--- config.mk ---
export PLATFORM = sky130hd
export DESIGN_NAME = hcbp_pack
export DESIGN_NICKNAME = d
export VERILOG_FILES = /design/src/rtl/hcbp_pkg.sv /design/src/rtl/hcbp_pack.sv
export SDC_FILE = /design/constraint.sdc
export NUM_CORES = 1
export LEC_CHECK = 0
export BUFFER_PORTS_ARGS = -buffer_cell sky130_fd_sc_hd__buf_2
export CAP_MARGIN = 20
export CELL_PAD_IN_SITES_DETAIL_PLACEMENT = 1
export CELL_PAD_IN_SITES_GLOBAL_PLACEMENT = 1
export CORE_ASPECT_RATIO = 1.5
export CORE_MARGIN = 1
export CORE_UTILIZATION = 38
export DETAILED_ROUTE_END_ITERATION = 12
export GPL_TIMING_DRIVEN = 0
export PLACE_DENSITY = 0.89
export SLEW_MARGIN = 15
export SYNTH_ARGS = -nofsm -noshare
export SYNTH_HDL_FRONTEND = slang
export SYNTH_SLANG_ARGS = --single-unit
--- constraint.sdc ---
create_clock -name vclk -period 5.07
set_clock_uncertainty 0.1 [all_clocks]
set_input_delay 0.7605 -clock vclk [all_inputs]
set_output_delay 0.7605 -clock vclk [all_outputs]
set_load 0.01 [all_outputs]
--- src/rtl/hcbp_pkg.sv ---
// hcbp_pkg: widths, table sizing, opcodes and the packer result bundle
// shared by the huffman code bit packer modules; depends on nothing
`default_nettype none

package hcbp_pkg;

    localparam int NUM_SYMBOLS  = 256;
    localparam int MAX_CODE_LEN = 32;

    localparam int OP_W     = 2;
    localparam int SYM_W    = 8;
    localparam int LEN_W    = 6;
    localparam int CODE_W   = 32;
    localparam int BYTE_W   = 8;
    localparam int PAD_W    = 3;
    localparam int PEND_W   = BYTE_W - 1;
    localparam int PCNT_W   = 3;
    localparam int MAX_RES  = 4;
    localparam int RCNT_W   = 3;
    localparam int RIDX_W   = 2;
    localparam int WORD_W   = PEND_W + CODE_W + 1;

    localparam int TBL_AW   = (NUM_SYMBOLS > 1) ? $clog2(NUM_SYMBOLS) : 1;
    localparam int LEN_CAP  = (MAX_CODE_LEN < CODE_W) ? MAX_CODE_LEN : CODE_W;

    typedef enum logic [OP_W-1:0] {
        OP_LOAD   = 2'd0,
        OP_ENCODE = 2'd1,
        OP_FLUSH  = 2'd2
    } op_t;

    typedef struct packed {
        logic [RCNT_W-1:0]               count;
        logic [MAX_RES-1:0][BYTE_W-1:0]  bytes;
        logic                            present;
        logic [PAD_W-1:0]                pad;
        logic [PEND_W-1:0]               pend_next;
        logic [PCNT_W-1:0]               pcnt_next;
    } pack_t;

endpackage

`default_nettype wire

--- src/rtl/hcbp_pack.sv ---
// hcbp_pack: combines one looked-up code with the pending bits into up to
// four output bytes and the next pending state, or flushes the pending bits into one padded byte; depends on hcbp_pkg
`default_nettype none

module hcbp_pack (
    input  wire logic [hcbp_pkg::OP_W-1:0]   op,
    input  wire logic                        sym_ok,
    input  wire logic [hcbp_pkg::LEN_W-1:0]  len,
    input  wire logic [hcbp_pkg::CODE_W-1:0] code,
    input  wire logic [hcbp_pkg::PEND_W-1:0] pend,
    input  wire logic [hcbp_pkg::PCNT_W-1:0] pcnt,
    output hcbp_pkg::pack_t                  res
);
    import hcbp_pkg::*;

    logic [LEN_W-1:0]  total;
    logic [LEN_W-1:0]  shamt;
    logic [CODE_W-1:0] code_al;
    logic [WORD_W-1:0] word;
    logic [RCNT_W-1:0] nbytes;

    // pending bits are kept left-aligned
    always_comb
    begin
        total   = LEN_W'(pcnt) + len;
        shamt   = LEN_W'(CODE_W) - len;
        code_al = code << shamt;
        word    = {pend, {(CODE_W + 1){1'b0}}}
                | ({code_al, {(WORD_W - CODE_W){1'b0}}} >> pcnt);
        nbytes  = total[LEN_W-1:3];

        res           = '0;
        res.pend_next = pend;
        res.pcnt_next = pcnt;

        unique case (op)
            OP_ENCODE:
            begin
                if (sym_ok && (len != '0))
                begin
                    res.count     = nbytes;
                    res.present   = 1'b1;
                    res.pcnt_next = total[2:0];
                    res.bytes[0]  = word[WORD_W-1 -: BYTE_W];
                    res.bytes[1]  = word[WORD_W-1-BYTE_W -: BYTE_W];
                    res.bytes[2]  = word[WORD_W-1-2*BYTE_W -: BYTE_W];
                    res.bytes[3]  = word[WORD_W-1-3*BYTE_W -: BYTE_W];
                    case (nbytes)
                        3'd0:    res.pend_next = word[WORD_W-1 -: PEND_W];
                        3'd1:    res.pend_next = word[WORD_W-1-BYTE_W -: PEND_W];
                        3'd2:    res.pend_next = word[WORD_W-1-2*BYTE_W -: PEND_W];
                        3'd3:    res.pend_next = word[WORD_W-1-3*BYTE_W -: PEND_W];
                        default: res.pend_next = word[WORD_W-1-4*BYTE_W -: PEND_W];
                    endcase
                end
            end
            OP_FLUSH:
            begin
                res.count     = RCNT_W'(1);
                res.present   = (pcnt != '0);
                res.pad       = PAD_W'(3'd0 - pcnt);
                res.bytes[0]  = {pend, 1'b0};
                res.pend_next = '0;
                res.pcnt_next = '0;
            end
            default:
            begin
                res.count = '0;
            end
        endcase
    end

endmodule

`default_nettype wire

==> reports/qor.txt, run 1 <==
=================================================================================
Cell area reported after detailed placement ........................   5530 sq um
RSZ-0062 raised after global routing ...............................         true
Main area contributors after synthesis ............................. sky130_fd_sc_hd__mux4_2, sky130_fd_sc_hd__mux2i_1, sky130_fd_sc_hd__mux2_2, sky130_fd_sc_hd__nand2_1, sky130_fd_sc_hd__nor2_1
Switching Share ....................................................        57.9%
Maximum number of pins on one net before global-route repair .......           12
Final Setup Violations .............................................            6
Net Count, Synth ...................................................          723
Data arrival time of the worst path ................................      4.35 ns
Post-layout min period .............................................      5.22 ns
Hold_buf cts .......................................................            0
Maximum fanout along the worst path ................................            6
Post-detailed-route DRC marker count ...............................            0
Sum of net half-perimeters after detailed placement ................      19.3 mm
Sequential cell count ..............................................            0
Proportion of power drawn by combinational gates ...................       100.0%
Initial standard-cell utilization of the core ......................        38.9%
Top-Level Pins .....................................................          100
Start point of the worst hold path .................................      pend[3]
Layout area overhead ...............................................        41.4%
Antenna cell count .................................................            0
Wire length of the first global-routing pass .......................      40.3 mm
Floorplan row count ................................................           50
Pins over their slew limit .........................................            0
Footprint of the flip-flops and latches ............................      0 sq um
Number of placed instances, taps included ..........................          919
Cell with the most instances after synthesis ....................... sky130_fd_sc_hd__nand2_1
Final WL ...........................................................      28.4 mm
Setup TNS Final ....................................................    -0.409 ns
Total standard cell area after synthesis ...........................   4810 sq um
Ys Warns ...........................................................            0
Period utilisation layout ..........................................         103%
Buffers on Ports ...................................................          100
Number of antenna violations at the first check in global routing ..            0
Ratio of total power to cell area ..................................  147 nW/um^2
Final-layout clock buffer total ....................................            0
Path category of the worst min-delay check ......................... input pin to output port
Fraction of final layout cells sized beyond drive strength 1 .......        43.4%
Sequential share of power ..........................................           0%
Remaining Overflow, GRT ............................................            0
Die boundary height ................................................       140 um
Post-route worst setup slack .......................................    -0.145 ns
Cell-internal power ................................................       422 uW
Max-capacitance violation count ....................................            0
Worst slew margin ..................................................        28.9%
Worst slack on hold paths ..........................................      1.76 ns
Total via count in the routed design ...............................         7174
Crit start category ................................................    input pin
Post-synthesis instance total ......................................          663
Synthesized area divided by synthesized cell count .................   7.26 sq um
Leakage power summed over all cells ................................      2.75 nW
Die area ...........................................................  13100 sq um
Unique cell type count in the Yosys netlist ........................           84
Part of the total power dissipated in the clock network ............           0%
Total Routing Usage GR .............................................        40.1%
Filler cells .......................................................         1561
Min-Delay Endpoint .................................................      res[18]
List of most frequent post-synthesis cells ......................... sky130_fd_sc_hd__nand2_1, sky130_fd_sc_hd__nor2_1, sky130_fd_sc_hd__mux2i_1, sky130_fd_sc_hd__a21oi_1, sky130_fd_sc_hd__o21ai_0
Utilization after layout ...........................................        55.0%
Count of nets after finishing ......................................          886
Portion of synthesized cell area occupied by the leading cell type .        12.6%
Hold path cells ....................................................            4
Worst slack at placement ...........................................     -1.30 ns
Critical path endpoint category ....................................  output port
Final ANT Viol Nets ................................................            0
Total Power ........................................................      1.00 mW
Core Region ........................................................  12400 sq um
Kind of critical path .............................................. input pin to output port
DRT Pass-1 Iters ...................................................            5
Global placement routability congestion ............................        0.996
Max frequency ......................................................    0.192 GHz
Status ............................................................. complete, but fails checks
Switching power total ..............................................       581 uW
Worst Setup SP .....................................................       len[0]
Failing checks ..................................................... setup timing
Largest area contributor in the synthesized netlist ................ sky130_fd_sc_hd__mux4_2
Via density per instance ...........................................         7.32
Number of global-route vias before repair ..........................         7077
Maximum vdd drop ...................................................    0.0812 mV
Measured slew at the worst slew-check pin ..........................      1.06 ns
Required time at the endpoint of the critical path .................      4.21 ns
Share of the yosys chip area belonging to registers ................           0%
Area occupied by multi-input gates .................................   5040 sq um
Final cell count without fillers ...................................          980
Layout Cell Area excl Fill .........................................   6810 sq um
Initial DRC count ..................................................          564
Average detailed-routed wire length per instance ...................      29.0 um
Die X-Extent .......................................................      93.9 um
Hold violation count in the final report ...........................            0
=================================================================================
cells by family after synthesis:
group,count (synthesis),share of synthesized area (%)
AOI/OAI and AO/OA,232,34.1
xor gates and xnor gates,10,1.98
adders and majority gates,9,2.50
buffers and inverters,75,6.71
muxes,110,31.9
and+or+nand+nor,227,22.8
metal layers:
| metal | track usage (%) | share of wire [%] | vias up |
|---|---|---|---|
| met4 | 36.8 | 11 | 0 |
| met3 | 7.16 | 8.0 | 247 |
| met5 | 0 | 0 | - |
| met1 | 40.1 | 32 | 3380 |
| met2 | 68.7 | 49 | 600 |
| li1 | - | - | 2947 |
timing repair:
item                       in CTS  in global routing
buffers inserted               35                 24
pin swaps                      19                 20
hold endpoints to repair        0                  0
gates resized for setup       119                 64
setup endpoints to repair      46                 17
cloned                          3                  1
power by group through the flow:
| stage | Clock [mW] | Sequential, mW | Combinational [mW] |
|---|---|---|---|
| after CTS | 0 | 0 | 0.858 |
| after detailed placement | 0 | 0 | 0.716 |
| after global routing | 0 | 0 | 1.04 |
| after floorplan | 0 | 0 | 0.488 |
| final | 0 | 0 | 1.00 |
| after global placement | 0 | 0 | 0.704 |
worst max-delay path, cell delays in order:
cell and delay [ns]:
sky130_fd_sc_hd__buf_8 0.08, sky130_fd_sc_hd__buf_12 0.11, sky130_fd_sc_hd__inv_6 0.04, sky130_fd_sc_hd__buf_8 0.13
sky130_fd_sc_hd__ha_4 0.36, sky130_fd_sc_hd__buf_12 0.17, sky130_fd_sc_hd__buf_12 0.15, sky130_fd_sc_hd__buf_12 0.13
sky130_fd_sc_hd__mux4_2 0.37, sky130_fd_sc_hd__a21boi_0 0.21, sky130_fd_sc_hd__nor4_1 0.50, sky130_fd_sc_hd__a21oi_1 0.19
sky130_fd_sc_hd__a22oi_2 0.26, sky130_fd_sc_hd__mux2i_1 0.15, sky130_fd_sc_hd__o31ai_2 0.44, sky130_fd_sc_hd__a211oi_2 0.13
sky130_fd_sc_hd__buf_2 0.15
worst max path at each step:
stage | end | slack, ns | depth (start not counted)
final | res[4] | -0.15 | 17
after global routing | res[6] | -0.21 | 14
after CTS | res[6] | -0.01 | 19
after detailed placement | res[15] | -1.30 | 17
after global placement | res[15] | -1.23 | 17
after floorplan | res[8] | -0.007 | 16
placed cells by master, fill, tap and decap left out, types with 23 or more instances in the layout:
cell,synthesis,layout
sky130_fd_sc_hd__buf_2,15,102
sky130_fd_sc_hd__mux2_2,36,32
sky130_fd_sc_hd__nand2_1,65,61
sky130_fd_sc_hd__mux2i_1,43,35
sky130_fd_sc_hd__buf_4,4,59
sky130_fd_sc_hd__a21oi_1,41,34
sky130_fd_sc_hd__o21ai_0,37,26
sky130_fd_sc_hd__nand3_1,24,23
sky130_fd_sc_hd__clkbuf_1,33,23
sky130_fd_sc_hd__mux4_2,27,28
sky130_fd_sc_hd__nor2_1,58,55
cell type report:
class	count	area share, %
Buffer	57	5.73
Multi-Input combinational cell	588	74.0
Tap cell	156	2.87
Timing Repair Buffer	163	16.2
Inverter	16	1.12
Note: power is estimated with default switching activity, not from simulation.
==> inputs of run 2 (changes only) <==
- SETUP_SLACK_MARGIN: unset -> 0.4
==> reports/qor.txt, run 2 <==
=================================================================================
Status ............................................................. stopped before the end
Step where the flow halted ......................................... global routing (5_1_grt)
Error text reported by the tool .................................... [ERROR GRT-0232] Routing congestion too high. Check the congestion heatmap in the GUI.
Total standard cell area after synthesis ...........................   4810 sq um
Pin type at the end of the worst path .............................. primary output
Unique cell type count in the Yosys netlist ........................           84
Remaining Overflow, GRT ............................................           48
Share of the yosys chip area belonging to registers ................           0%
Cell with the most instances after synthesis ....................... sky130_fd_sc_hd__nand2_1
Ys Warns ...........................................................            0
Net Count, Synth ...................................................          723
Cell area reported after detailed placement ........................   5600 sq um
Die X-Extent .......................................................      93.9 um
Largest area contributor in the synthesized netlist ................ sky130_fd_sc_hd__mux4_2
Total Routing Usage GR .............................................        59.3%
Portion of synthesized cell area occupied by the leading cell type .        12.6%
Worst endpoint, post-GRT repair ....................................       res[6]
Initial standard-cell utilization of the core ......................        38.9%
Main area contributors after synthesis ............................. sky130_fd_sc_hd__mux4_2, sky130_fd_sc_hd__mux2i_1, sky130_fd_sc_hd__mux2_2, sky130_fd_sc_hd__nand2_1, sky130_fd_sc_hd__nor2_1
Top-Level Pins .....................................................          100
Floorplan row count ................................................           50
Maximum number of pins on one net before global-route repair .......           12
Global placement routability congestion ............................         1.02
Post-synthesis instance total ......................................          663
Sum of net half-perimeters after detailed placement ................      20.1 mm
List of most frequent post-synthesis cells ......................... sky130_fd_sc_hd__nand2_1, sky130_fd_sc_hd__nor2_1, sky130_fd_sc_hd__mux2i_1, sky130_fd_sc_hd__a21oi_1, sky130_fd_sc_hd__o21ai_0
Die boundary height ................................................       140 um
Synthesized area divided by synthesized cell count .................   7.26 sq um
Buffers on Ports ...................................................          100
=================================================================================
[run 2: cell counts after synthesis]
No cell type changed its count.
[run 2: stage by stage]
stage / setup slack (ns) / cells / setup TNS [ns] / utilization (%) / hold slack, ns
after CTS: 0.0205 / 981 / 0 / 55.9 / 1.75
after detailed placement: -0.924 / 919 / -17.76 / 45.2 / 1.75
after global placement: -0.948 / 919 / -17.36 / 45.2 / 1.75
after floorplan: 0.364 / 663 / 0 / - / 1.55
[run 2: kinds of logic after synthesis]
kind of cell,after synthesis,synth area share [%]
multiplexers,110,31.9
AO/OA/AOI/OAI,232,34.1
buffers and inverters,75,6.71
XOR/XNOR,10,1.98
adder cells (fa/ha/maj),9,2.50
AND/OR/NAND/NOR,227,22.8
[run 2: timing repair]
action,in CTS
gates resized for setup,201
pin swaps,52
gates cloned,3
hold buffers,0
endpoints found under the setup margin,44
buffers inserted,59
[run 2: metal layers]
layer	track usage [%]	overflow
met2	83.8	21
met3	33.0	3
met5	4.37	0
met1	56.2	0
met4	64.9	24
==> inputs of run 3 (changes only) <==
- CELL_PAD_IN_SITES_DETAIL_PLACEMENT: 1 -> unset
- CELL_PAD_IN_SITES_GLOBAL_PLACEMENT: 1 -> unset
- CORE_ASPECT_RATIO: 1.5 -> unset
- CORE_UTILIZATION: 38 -> 30
- PLACE_DENSITY: 0.89 -> unset
- PLACE_DENSITY_LB_ADDON: unset -> 0.15
- SETUP_SLACK_MARGIN: 0.4 -> unset
- clock period: 5.07 -> 6.6 ns (I/O delays scaled with it)
==> reports/qor.txt, run 3 (synthesis gave the netlist of run 1 again) <==
====================================================================================
Final WL ..............................................................      23.1 mm
Critical path endpoint category .......................................  output port
Maximum number of pins on one net before global-route repair ..........           12
Sequential cell count .................................................            0
Layout area overhead ..................................................        19.1%
Top-Level Pins ........................................................          100
Via density per instance ..............................................         6.45
Final ANT Viol Nets ...................................................            0
Post-layout min period ................................................      6.43 ns
Total Routing Usage GR ................................................        27.3%
Count of nets after finishing .........................................          828
Leakage power summed over all cells ...................................      2.26 nW
Final Setup Violations ................................................            0
Core Region ...........................................................  15400 sq um
Initial standard-cell utilization of the core .........................        31.2%
Footprint of the flip-flops and latches ...............................      0 sq um
Post-detailed-route DRC marker count ..................................            0
Required time at the endpoint of the critical path ....................      5.51 ns
Sum of net half-perimeters after detailed placement ...................      19.0 mm
Crit start category ...................................................    input pin
Global routing usage on met3 ..........................................        3.53%
Status ................................................................ finished, final reports clean
Wire length of the first global-routing pass ..........................      35.0 mm
Max-capacitance violation count .......................................            0
Standard cell with the maximum stage delay on the critical path ....... sky130_fd_sc_hd__o21ai_0
Die area ..............................................................  16600 sq um
Initial DRC count .....................................................          706
Count of buffering cells on the critical path with inverters included .            9
Global placement routability congestion ...............................        0.960
Maximum fanout along the worst path ...................................           10
Utilization after layout ..............................................        37.1%
Average detailed-routed wire length per instance ......................      23.6 um
Measured slew at the worst slew-check pin .............................     0.975 ns
Kind of critical path ................................................. input pin to output port
Remaining Overflow, GRT ...............................................            0
Ratio of total power to cell area .....................................  102 nW/um^2
DRT Pass-1 Iters ......................................................            6
Antenna cell count ....................................................            0
Grt met2 use ..........................................................        45.2%
Most crowded layer after global routing ...............................         met2
Path category of the worst min-delay check ............................ input pin to output port
Hold path cells .......................................................            3
Data arrival time of the worst path ...................................      5.34 ns
Cell family with the largest share of critical-path delay ............. buffers and inverters
Pins over their slew limit ............................................            0
Global routing met1 resource utilization ..............................        37.0%
Total via count in the routed design ..................................         6305
Die boundary height ...................................................       129 um
Buffers on Ports ......................................................          100
Floorplan row count ...................................................           45
Leading cell type in the layout, fill and taps excluded ............... sky130_fd_sc_hd__buf_2
Final-layout clock buffer total .......................................            0
Most frequent cells in the layout ..................................... sky130_fd_sc_hd__buf_2, sky130_fd_sc_hd__nand2_1, sky130_fd_sc_hd__nor2_1
Maximum vdd drop ......................................................    0.0412 mV
Critical Path, Cell by Cell ........................................... buf_2 > buf_6 > inv_1 > clkbuf_4 > clkbuf_4 > ha_2 > buf_4 > buf_4 > buf_6 > mux4_2 > nand3_1 > a21boi_0 > a311oi_1 > nand2_1 > o21ai_0 > mux2i_1 > a221oi_1 > a31oi_1 > buf_2
Logic depth of the worst setup path including buffers .................           19
Fraction of final layout cells sized beyond drive strength 1 ..........        29.8%
Hold violation count in the final report ..............................            0
Die X-Extent ..........................................................       129 um
Max frequency .........................................................    0.155 GHz
Number of global-route vias before repair .............................         5999
Worst slew margin .....................................................        34.5%
Period utilisation layout .............................................        97.5%
Number of antenna violations at the first check in global routing .....            0
Total Power ...........................................................       585 uW
Crit-path max cell delay ..............................................      0.44 ns
====================================================================================
## run 3: repair_timing
action                     4_1_cts  5_1_grt
pin swaps                        2        0
resized for setup               10       26
hold buffers                     0        0
setup buffers                    3        0
setup endpoints to repair       20       21
## run 3: final cells by class
type | count | area, sq um
timing repair buffer | 103 | 523
tap | 211 | 264
multi-input combinational | 588 | 4600
buffer | 59 | 283
fill | 1757 | 9700
inverter | 16 | 60.1
## run 3: power by group
part | switching [mW] | internal [mW]
registers | 0 | 0
clock network | 0 | 0
logic | 0.358 | 0.227
total | 0.358 | 0.227
## run 3: worst paths after layout
check | startpoint | endpoint | slack [ns]
worst min-delay path | pend[6] | res[21] | 2.22
worst max-delay path | len[0] | res[6] | 0.17
## run 3: routing by layer
layer | wire (um) | up-vias
met5 | 0 | -
met4 | 661 | 0
met3 | 2160 | 43
met2 | 10600 | 381
met1 | 9620 | 3067
li1 | - | 2814
## run 3: per-stage QoR
step	hold WS (ns)	instances	instance area, sq um	setup WS, ns	setup TNS (ns)
after floorplan	2.01	663	4810	0.874	0
after global placement	2.23	974	5580	-0.444	-3.18
after detailed placement	2.23	974	5580	-0.375	-3.29
after CTS	2.23	977	5630	0.00943	0
after global routing	2.25	977	5730	-0.0137	-0.0137
final	2.22	977	5730	0.166	0
